$ cat config.mk
export PLATFORM = sky130hd
export DESIGN_NAME = thumb_branch_resolve_unit
export DESIGN_NICKNAME = d
export VERILOG_FILES = /design/src/rtl/tbr_pkg.sv /design/src/rtl/tbr_front.sv /design/src/rtl/tbr_queue.sv /design/src/rtl/tbr_back.sv /design/src/rtl/thumb_branch_resolve_unit.sv
export SDC_FILE = /design/constraint.sdc
export NUM_CORES = 1
export LEC_CHECK = 0
export BUFFER_PORTS_ARGS = -buffer_cell sky130_fd_sc_hd__clkbuf_2
export CAP_MARGIN = 20
export CORE_ASPECT_RATIO = 0.75
export CORE_MARGIN = 4
export CORE_UTILIZATION = 35
export DETAILED_ROUTE_END_ITERATION = 12
export SYNTH_ARGS = -nofsm -noshare
export SYNTH_HDL_FRONTEND = slang
export SYNTH_SLANG_ARGS = --single-unit
$ cat constraint.sdc
create_clock -name clk -period 11 [get_ports clk]
set_clock_uncertainty 0.2 [all_clocks]
set_input_delay 1.65 -clock clk [delete_from_list [all_inputs] [get_ports clk]]
set_output_delay 1.65 -clock clk [all_outputs]
set_load 0.01 [all_outputs]
$ cat src/rtl/tbr_pkg.sv
// Shared types and constants for the Thumb branch resolve unit.
`default_nettype none
package tbr_pkg;

	localparam int unsigned IN_DATA_W  = 72;
	localparam int unsigned IN_USER_W  = 2;
	localparam int unsigned OUT_DATA_W = 40;
	localparam int unsigned OFFSET_W   = 25;

	typedef enum logic [1:0] {
		CMD_B_T1 = 2'd0,
		CMD_B_T2 = 2'd1,
		CMD_B_T3 = 2'd2,
		CMD_B_T4 = 2'd3
	} tbr_cmd_t;

	localparam logic [3:0] COND_NEVER = 4'd15;

	typedef struct packed {
		logic [31:0]         pc;
		logic [OFFSET_W-1:0] offset;
		logic                taken;
		logic                svc;
	} tbr_entry_t;

endpackage
`default_nettype wire

$ cat src/rtl/tbr_front.sv
// Front end: accepts a request and decodes offset, condition and taken status.
`default_nettype none
module tbr_front
	import tbr_pkg::*;
(
	input  wire logic                 s_axis_tvalid,
	output logic                      s_axis_tready,
	input  wire logic [IN_DATA_W-1:0] s_axis_tdata,
	input  wire logic [IN_USER_W-1:0] s_axis_tuser,
	output logic                      push,
	input  wire logic                 q_ready,
	output tbr_entry_t                entry
);

	function automatic logic cond_holds(input logic [3:0] cond, input logic [3:0] nzcv);
		logic r;
		r = 1'b1;
		case (cond[3:1])
			3'd0:    r = nzcv[2];
			3'd1:    r = nzcv[1];
			3'd2:    r = nzcv[3];
			3'd3:    r = nzcv[0];
			3'd4:    r = nzcv[1] & ~nzcv[2];
			3'd5:    r = (nzcv[3] == nzcv[0]);
			3'd6:    r = (nzcv[3] == nzcv[0]) & ~nzcv[2];
			default: r = 1'b1;
		endcase
		if (cond[0] && (cond != COND_NEVER)) begin
			r = ~r;
		end
		return r;
	endfunction

	logic [15:0] lo;
	logic [15:0] hi;
	logic [3:0]  nzcv;
	logic        in_it;
	logic        last_it;
	logic        s_bit;
	logic        j1;
	logic        j2;
	logic [3:0]  cond_t1;
	logic [3:0]  cond_t3;
	tbr_cmd_t    cmd;

	assign lo      = s_axis_tdata[15:0];
	assign hi      = s_axis_tdata[31:16];
	assign nzcv    = s_axis_tdata[67:64];
	assign in_it   = s_axis_tdata[68];
	assign last_it = s_axis_tdata[69];
	assign s_bit   = hi[10];
	assign j1      = lo[13];
	assign j2      = lo[11];
	assign cond_t1 = lo[11:8];
	assign cond_t3 = hi[9:6];
	assign cmd     = tbr_cmd_t'(s_axis_tuser);

	assign s_axis_tready = q_ready;
	assign push          = s_axis_tvalid & q_ready;

	always_comb begin
		entry.pc     = s_axis_tdata[63:32];
		entry.offset = '0;
		entry.taken  = 1'b0;
		entry.svc    = 1'b0;
		case (cmd)
			CMD_B_T1: begin
				if (cond_t1 == COND_NEVER) begin
					entry.svc = 1'b1;
				end else begin
					entry.offset = {{(OFFSET_W-9){lo[7]}}, lo[7:0], 1'b0};
					entry.taken  = ~in_it & cond_holds(cond_t1, nzcv);
				end
			end
			CMD_B_T2: begin
				entry.offset = {{(OFFSET_W-12){lo[10]}}, lo[10:0], 1'b0};
				entry.taken  = ~in_it & ~last_it;
			end
			CMD_B_T3: begin
				entry.offset = {{(OFFSET_W-21){s_bit}}, s_bit, j2, j1, hi[5:0], lo[10:0], 1'b0};
				entry.taken  = cond_holds(cond_t3, nzcv);
			end
			CMD_B_T4: begin
				entry.offset = {s_bit, ~(j1 ^ s_bit), ~(j2 ^ s_bit), hi[9:0], lo[10:0], 1'b0};
				entry.taken  = 1'b1;
			end
			default: begin
				entry.taken = 1'b0;
			end
		endcase
	end

endmodule
`default_nettype wire

$ cat src/rtl/tbr_queue.sv
// Small request queue between the decode front end and the target back end.
`default_nettype none
module tbr_queue
	import tbr_pkg::*;
#(
	parameter int unsigned DEPTH = 2
) (
	input  wire logic       clk,
	input  wire logic       arst_n,
	input  wire logic       push,
	input  wire tbr_entry_t push_entry,
	output logic            ready,
	input  wire logic       pop,
	output logic            valid,
	output tbr_entry_t      head
);

	localparam int unsigned PTR_W = (DEPTH > 1) ? $clog2(DEPTH) : 1;
	localparam int unsigned CNT_W = $clog2(DEPTH + 1);

	tbr_entry_t       entries_q [DEPTH];
	logic [PTR_W-1:0] wr_ptr_q;
	logic [PTR_W-1:0] rd_ptr_q;
	logic [CNT_W-1:0] count_q;

	assign ready = (count_q != CNT_W'(DEPTH));
	assign valid = (count_q != '0);
	assign head  = entries_q[rd_ptr_q];

	always_ff @(posedge clk) begin
		if (push) begin
			entries_q[wr_ptr_q] <= push_entry;
		end
	end

	always_ff @(posedge clk or negedge arst_n) begin
		if (!arst_n) begin
			wr_ptr_q <= '0;
			rd_ptr_q <= '0;
			count_q  <= '0;
		end else begin
			if (push) begin
				wr_ptr_q <= (wr_ptr_q == PTR_W'(DEPTH - 1)) ? '0 : wr_ptr_q + 1'b1;
			end
			if (pop) begin
				rd_ptr_q <= (rd_ptr_q == PTR_W'(DEPTH - 1)) ? '0 : rd_ptr_q + 1'b1;
			end
			if (push && !pop) begin
				count_q <= count_q + 1'b1;
			end else if (pop && !push) begin
				count_q <= count_q - 1'b1;
			end
		end
	end

endmodule
`default_nettype wire

$ cat src/rtl/tbr_back.sv
// Back end: forms the branch target and holds the result in the output register.
`default_nettype none
module tbr_back
	import tbr_pkg::*;
(
	input  wire logic                  clk,
	input  wire logic                  arst_n,
	input  wire logic                  q_valid,
	input  wire tbr_entry_t            head,
	output logic                       pop,
	output logic                       m_axis_tvalid,
	input  wire logic                  m_axis_tready,
	output logic [OUT_DATA_W-1:0]      m_axis_tdata
);

	logic                  out_valid_q;
	logic                  taken_q;
	logic [31:0]           next_pc_q;
	logic                  svc_q;
	logic [31:0]           target;

	assign pop    = q_valid & (~out_valid_q | m_axis_tready);
	assign target = head.pc + {{(32-OFFSET_W){head.offset[OFFSET_W-1]}}, head.offset} + 32'd2;

	always_ff @(posedge clk or negedge arst_n) begin
		if (!arst_n) begin
			out_valid_q <= 1'b0;
		end else if (pop) begin
			out_valid_q <= 1'b1;
		end else if (m_axis_tready) begin
			out_valid_q <= 1'b0;
		end
	end

	always_ff @(posedge clk) begin
		if (pop) begin
			taken_q   <= head.taken;
			next_pc_q <= head.taken ? target : head.pc;
			svc_q     <= head.svc;
		end
	end

	assign m_axis_tvalid = out_valid_q;
	assign m_axis_tdata  = {{(OUT_DATA_W-34){1'b0}}, svc_q, next_pc_q, taken_q};

endmodule
`default_nettype wire

$ cat src/rtl/thumb_branch_resolve_unit.sv
// Top level of the Thumb branch resolve unit.
//
// Channel  Dir  Signals                       Contents
// s_axis   in   tvalid tready tdata[71:0]     branch request
//                     tuser[1:0]              encoding
// m_axis   out  tvalid tready tdata[39:0]     taken, next PC, supervisor call
//
// One request is accepted per cycle while the queue has room; its result passes
// through the queue and then the output register before it is presented on m_axis.
// With m_axis_tready held high the sustained rate is one request per cycle,
// because the output register reloads from the queue in the same cycle that its
// result is taken.
// Reset empties the queue and the output register; nothing else is cleared.
// A stalled output fills the queue, after which s_axis_tready drops.
`default_nettype none
module thumb_branch_resolve_unit
	import tbr_pkg::*;
#(
	parameter int unsigned QUEUE_DEPTH = 2
) (
	input  wire logic                  clk,
	input  wire logic                  arst_n,
	input  wire logic                  s_axis_tvalid,
	output logic                       s_axis_tready,
	// second_halfword, first_halfword, current_pc, nzcv_flags,
	// inside_it_block, last_of_it_block, zero padding
	input  wire logic [IN_DATA_W-1:0]  s_axis_tdata,
	// command
	input  wire logic [IN_USER_W-1:0]  s_axis_tuser,
	output logic                       m_axis_tvalid,
	input  wire logic                  m_axis_tready,
	// taken, next_pc, supervisor_call, zero padding
	output logic [OUT_DATA_W-1:0]      m_axis_tdata
);

	logic       push;
	logic       q_ready;
	logic       q_valid;
	logic       pop;
	tbr_entry_t push_entry;
	tbr_entry_t head;

	tbr_front u_front (
		.s_axis_tvalid (s_axis_tvalid),
		.s_axis_tready (s_axis_tready),
		.s_axis_tdata  (s_axis_tdata),
		.s_axis_tuser  (s_axis_tuser),
		.push          (push),
		.q_ready       (q_ready),
		.entry         (push_entry)
	);

	tbr_queue #(
		.DEPTH (QUEUE_DEPTH)
	) u_queue (
		.clk        (clk),
		.arst_n     (arst_n),
		.push       (push),
		.push_entry (push_entry),
		.ready      (q_ready),
		.pop        (pop),
		.valid      (q_valid),
		.head       (head)
	);

	tbr_back u_back (
		.clk           (clk),
		.arst_n        (arst_n),
		.q_valid       (q_valid),
		.head          (head),
		.pop           (pop),
		.m_axis_tvalid (m_axis_tvalid),
		.m_axis_tready (m_axis_tready),
		.m_axis_tdata  (m_axis_tdata)
	);

endmodule
`default_nettype wire

# Word level (Yosys, flattened, before mapping)
# Memory sizes are Yosys's and may differ from the RTL's.
# Index checks and enable logic that the tools add are counted.
# totals
latchBits	0
ram_bits	118
mem_count	1
mem_bits_ro	0
regBits	39
inputBits	78
word_cells	85
# memory_table
memory	words	word_bits	rd	rd_clocked_by_memory_dff	write_ports	line	source
u_queue.entries_q	2	59	1	0	1	tbr_queue.sv:21	tbr_entry_t entries_q [DEPTH];
# classes
n_div	0
mul	0
reduce_logical	12
n_shift	0
n_lt_le_gt_ge	0
n_eq_ne	20
bitwise	17
add_sub_neg	6
n_mux	22
# ops
operator	n
26-bit one-hot mux with 4 select lines	1
32-bit by 2-bit adder with 32-bit output (second input constant)	1
32-bit adder	1
32-bit 2-to-1 mux	1
26-bit 2-to-1 mux	1
3-bit == test (second input constant)	6
1-bit 2-to-1 mux	15
1-bit one-hot mux with 7 select lines	2
3-bit by 2-bit == test with 1-bit output (second input constant)	4
4-bit inequality test (second input constant)	2
1-bit NOT	8
1-bit AND	6
3-bit by 1-bit == test with 1-bit output (second input constant)	2
3-bit zero test	2
2-bit nonzero test	3
2-bit == test (second input constant)	2
4-bit == test (second input constant)	1
1-bit logical AND	4
2-bit 2-to-1 mux	2
1-bit adder (second input constant)	2
2-bit by 1-bit adder with 2-bit output (second input constant)	1
2-bit by 1-bit == test with 1-bit output (second input constant)	1
1-bit zero test	2
2-bit zero test	1
other kinds (5)	6

# Logic depth before layout (Yosys ltp)
# logic_depth
word_depth	12
depth_mapped	15
depth_no_buf	12

# Cells and area by module
# From an unflattened synthesis, not the netlist that was laid out.
# hier_totals
hier_cells	711
hier_area_um2	9218.8
# modules_own_cells
mod	cells_each	area_each_um2	seq_area_each_um2	instances
tbr_queue	200	4749.6	3643.5	1
tbr_back	396	3689.8	1046.0	1
tbr_front	115	779.5	0.0	1

# Least setup slack after synthesis
# No wires, ideal clock.
# synth_path
path_kind	input-to-reg
from	input s_axis_tvalid
to	memory u_queue.entries_q[0][0] (netlist name), enable pin
n_path_buf	0
path_stages	2
setup_ps	474
arrival_time_ps	4170
setup_slack_ps	6156
path_cell_list	nand2_1 > nor2_1
# synth_between
elab_chain_len	3
# synth_lines
element	line	source
from (decl)	thumb_branch_resolve_unit.sv:23	input wire logic s_axis_tvalid,
1-bit AND	tbr_front.sv:59	assign push = s_axis_tvalid & q_ready;
1-bit 2-to-1 mux	tbr_queue.sv:31	if (push) begin
1-bit 2-to-1 mux (implied by the code)	tbr_queue.sv:32	entries_q[wr_ptr_q] <= push_entry;
to (decl)	tbr_queue.sv:21	
# Every way passes these cells.

# Worst setup path in the final report
# layout_path
from	register u_queue.rd_ptr_q
to	register u_back.next_pc_q[24], data pin
# layout_between
elab_chain_len	4
# layout_lines
element	line	source
from (decl)	tbr_queue.sv:23	logic [PTR_W-1:0] rd_ptr_q;
from (signal assigned)	tbr_queue.sv:46	rd_ptr_q <= (rd_ptr_q == PTR_W'(DEPTH - 1)) ? '0 : rd_ptr_q + 1'b1;
memory read 2 x 59 bit (*)	n/a	
32-bit adder	tbr_back.sv:23	assign target = head.pc + {{(32-OFFSET_W){head.offset[OFFSET_W-1]}}, head.offset} + 32'd2;
32-bit by 2-bit adder with 32-bit output	tbr_back.sv:23	
32-bit 2-to-1 mux (*)	tbr_back.sv:38	next_pc_q <= head.taken ? target : head.pc;
to (signal assigned)	tbr_back.sv:38	
to (decl)	tbr_back.sv:18	logic [31:0] next_pc_q;
# Every way passes the cells marked *; elsewhere a longest branch is shown, timed or not.
# A chain may end at the register's enable or synchronous reset.

==> reports/results.md <==
## Run status
• result of the run: finished clean

## Power
• worst supply voltage drop on vdd: 0.1279 mV
• Power per Cell Area: 350.6 nW/um^2
• Pleak: 3.835 nW

## Setup path
• cell type group with the largest total delay on the critical path: adder cells
• crit start category: register
• peak fanout along the critical path: 59
• max incr delay on CP: 0.68 ns
• critical-path cell with the highest stage delay: buf_4
• Worst Path Arrival: 4.70 ns
• Register-to-Register Path Depth: 12
• Critical R2R Launch: u_queue.rd_ptr_q
• worst reg2reg setup slack: 6.26 ns
• critical path endpoint category: register
• CP Data Required Time: 10.96 ns
• cell chain of the critical path: buf_4 > mux2_2 > ha_1 > ha_1 > fa_1 > a21o_1 > a31oi_1 > nor4_1 > nor4_1 > o211ai_1 > xnor2_1 > a21oi_1
• Setup CP Type: reg -> reg
• Critical R2R Capture: u_back.next_pc_q[24]
• worst path bufs/invs: 1

## Layout
• final-layout fill cell count: 2,220
• share of the core filled with cells in the final layout: 41.89%
• post-synthesis to final-layout area growth: 17.48%
• layout cell share with drive strength beyond 1: 28.61%
• Antenna Diode Count: 0
• Layout Nets: 874

## Floorplan
• Initial Util: 35.66%
• Die Y-Extent: 140.7 um
• I/O pins: 120
• count of standard-cell rows: 48
• overall die area: 26,040 um^2
• Chip Width: 185.0 um
• Std-Cell Core Area: 23,060 um^2

## Routing
• post-detailed-routing wire length: 17,710 um
• initial DRC count: 317
• vias per inst: 4.912
• count of TritonRoute iterations in the first routing pass: 4
• routed len/inst: 16.89 um
• Residual DRC: 0
• total via count in the routed design: 5,148
• post-route antenna net violation count: 0

## Timing
• max-slew violation count: 0
• Hold Violations, Final: 0
• maximum operating frequency: 0.2111 GHz
• final worst path period need: 4.736 ns
• Least-Margin Pin Slew: 0.8820 ns
• # setup viols final: 0
• slack of the critical path: 6.264 ns
• worst-case headroom to the max-slew limit: 41.20%
• RSZ-0062 raised after global routing: false
• Tcrit/Tclk final: 43.06%
• post-route setup TNS: 0 ns

## CTS
• clock latency at the later pin of the worst-skew pair: 0.43 ns
• number of H-tree levels: 4
• total number of clock tree sinks: 155
• Clk Tree Root Cell: clkbuf_16
• TritonCTS Buffers: 17
• TritonCTS clock tree: yes
• post-CTS setup buffer count: 0
• deepest clock path buffer count: 2
• hold buffer count at cts: 0
• clock transition at the registers of the reported paths: 0.07 ns
• quantity of gates resized following cts: 0

## Global routing
• global-route wire length before repair: 28,370 um
• pin count of the biggest net entering global routing: 60
• initial antenna violation count: 0
• global route total overflow: 0
• vias in the first global route: 5,297
• total routing usage reported by global routing: 14.15%

## Place
• GP Congestion: 0.7940
• input/output buffers: 103
• detailed-placement wirelength estimate: 12,220 um
• post-placement worst setup slack: 6.274 ns

## Yosys
• synthesized area: 8223 um^2
• async set-reset flop share out of synthesis: 3.226%
• number of warnings printed during yosys synthesis: 0
• number of enable-type register cells in the synthesized netlist: 150
• fraction of post-synthesis cell area in the top cell type by area: 54.78%
• largest area contributor in the synthesized netlist: edfxtp_1
• Avg Synthesized Cell Area: 13.03 um^2
• Post-synth top flop: edfxtp_1
• Unique masters post-synth: 62
• sequential cell area fraction in the yosys report: 56.30%
• number of standard cells after synthesis: 631
• top cells by area in the synthesized netlist: edfxtp_1, ha_1, mux2_2
• total of flip-flops plus latches after synthesis: 155

## Hold path
• type of the worst min-delay path: reg -> reg
• Hold Crit Endpoint: u_back.m_axis_tvalid
• Hold Path Stages: 2
• hold path startpoint: u_back.m_axis_tvalid

## Flow run
• maximum capacitance violations: 0

-- through the flow --
step,power (W),std cells,cell area (um^2),hold slack [ns]
global placement,0.002779,1016,9045,0.2848
floorplan,0.002345,636,8242,0.2608
detailed placement,0.002794,1016,9045,0.2888
CTS,0.003429,1048,9661,0.3106
finish,0.003387,1048,9661,0.2985
global route,0.003676,1048,9661,0.3464
-- worst reg2reg max path: cells and delay by family (launching register included) --
kind | cells | cell delay, ns
adders and majority gates | 3 | 0.96
buffers and inverters | 1 | 0.68
AOI/OAI and AO/OA | 4 | 0.86
xor gates and xnor gates | 1 | 0.19
muxes | 1 | 0.47
DFF | 1 | 0.34
and+or+nand+nor | 2 | 0.78
-- cells in the mapped netlist (all sizes together), types with 11 or more instances --
library cell	number
clkbuf	15
nand2	34
inv	14
and2	11
ha	60
o21ai	31
xor2	16
xnor2	20
a21oi	54
mux2	53
nor2	33
a21o	23
edfxtp	150
buf	14
-- cell type report --
class,instances,area [um^2],area share (%)
repair buffers,109,560.5,5.802
inverters,14,52.55,0.5440
clock buffers,18,429.2,4.442
clock inverters,14,186.4,1.930
multi-input cells,438,3426,35.46
flip-flops and latches,155,4631,47.93
well taps,300,375.4,3.886
-- kinds of logic (layout without fill, tap and decap cells) --
kind of cell,count (synthesis),in the layout,share of synthesized area (%)
other,1,6,0.04560
DFF,155,155,56.30
AOI/OAI and AO/OA,142,142,11.09
xor gates and xnor gates,36,36,3.834
and+or+nand+nor,128,128,7.912
adders and majority gates,61,61,9.373
muxes,65,65,9.023
buffers and inverters,43,155,2.419
-- sequential cells by signal (all words and copies together), names as in the netlist --
signal	cells
u_queue.rd_ptr_q	1
u_queue.wr_ptr_q	1
u_back.m_axis_tvalid	1
u_back.next_pc_q	32
u_back.svc_q	1
u_back.taken_q	1
u_queue.entries_q	116
u_queue.count_q	2
-- per-layer routing --
| metal | routed length [um] | vias up | GRT usage (%) |
|---|---|---|---|
| met5 | 0 | - | 0 |
| met4 | 238 | 0 | 4.363 |
| met3 | 846 | 18 | 3.198 |
| met2 | 7421 | 119 | 20.63 |
| met1 | 9199 | 2394 | 21.01 |
| li1 | - | 2617 | - |
-- report_power, final --
part	switching (W)	total, W	internal, W
Combinational	0.00105	0.00181	0.000757
Clock	0.000254	0.000617	0.000363
Sequential	0.0000474	0.000959	0.000912
-- worst max-delay path by stage --
stage / start / cells past startpoint / endpoint
after CTS: u_queue.rd_ptr_q / 12 / u_back.next_pc_q[24]
final: u_queue.rd_ptr_q / 12 / u_back.next_pc_q[24]
after detailed placement: u_queue.rd_ptr_q / 12 / u_back.next_pc_q[24]
after global placement: u_queue.rd_ptr_q / 12 / u_back.next_pc_q[24]
after floorplan: s_axis_tvalid / 2 / u_queue.entries_q[0][0]
after global routing: u_queue.rd_ptr_q / 12 / u_back.next_pc_q[24]
-- placed cells by master, fill, tap and decap left out, types with 3 or more instances in the layout --
| cell type | instances |
|---|---|
| o211ai_1 | 5 |
| nor2_1 | 32 |
| bufinv_16 | 3 |
| xor2_1 | 16 |
| inv_1 | 14 |
| a31oi_1 | 3 |
| edfxtp_1 | 150 |
| nor2b_1 | 4 |
| clkbuf_16 | 17 |
| clkinv_4 | 4 |
| o21a_1 | 3 |
| or3_1 | 4 |
| buf_4 | 6 |
| mux2_2 | 53 |
| o21ai_0 | 17 |
| nor4_1 | 4 |
| clkbuf_2 | 103 |
| inv_6 | 3 |
| nand3_1 | 10 |
| or2_2 | 3 |
| nor3_1 | 4 |
| and2_1 | 11 |
| ha_1 | 60 |
| nand2b_1 | 4 |
| mux2i_1 | 9 |
| a21o_1 | 22 |
| o21bai_1 | 3 |
| o21ai_1 | 13 |
| conb_1 | 6 |
| a21oi_1 | 52 |
| xnor2_1 | 20 |
| nand2_1 | 34 |
| nand4_1 | 3 |
| dfrtp_1 | 4 |
No activity file was read; power rests on OpenSTA's default activity.
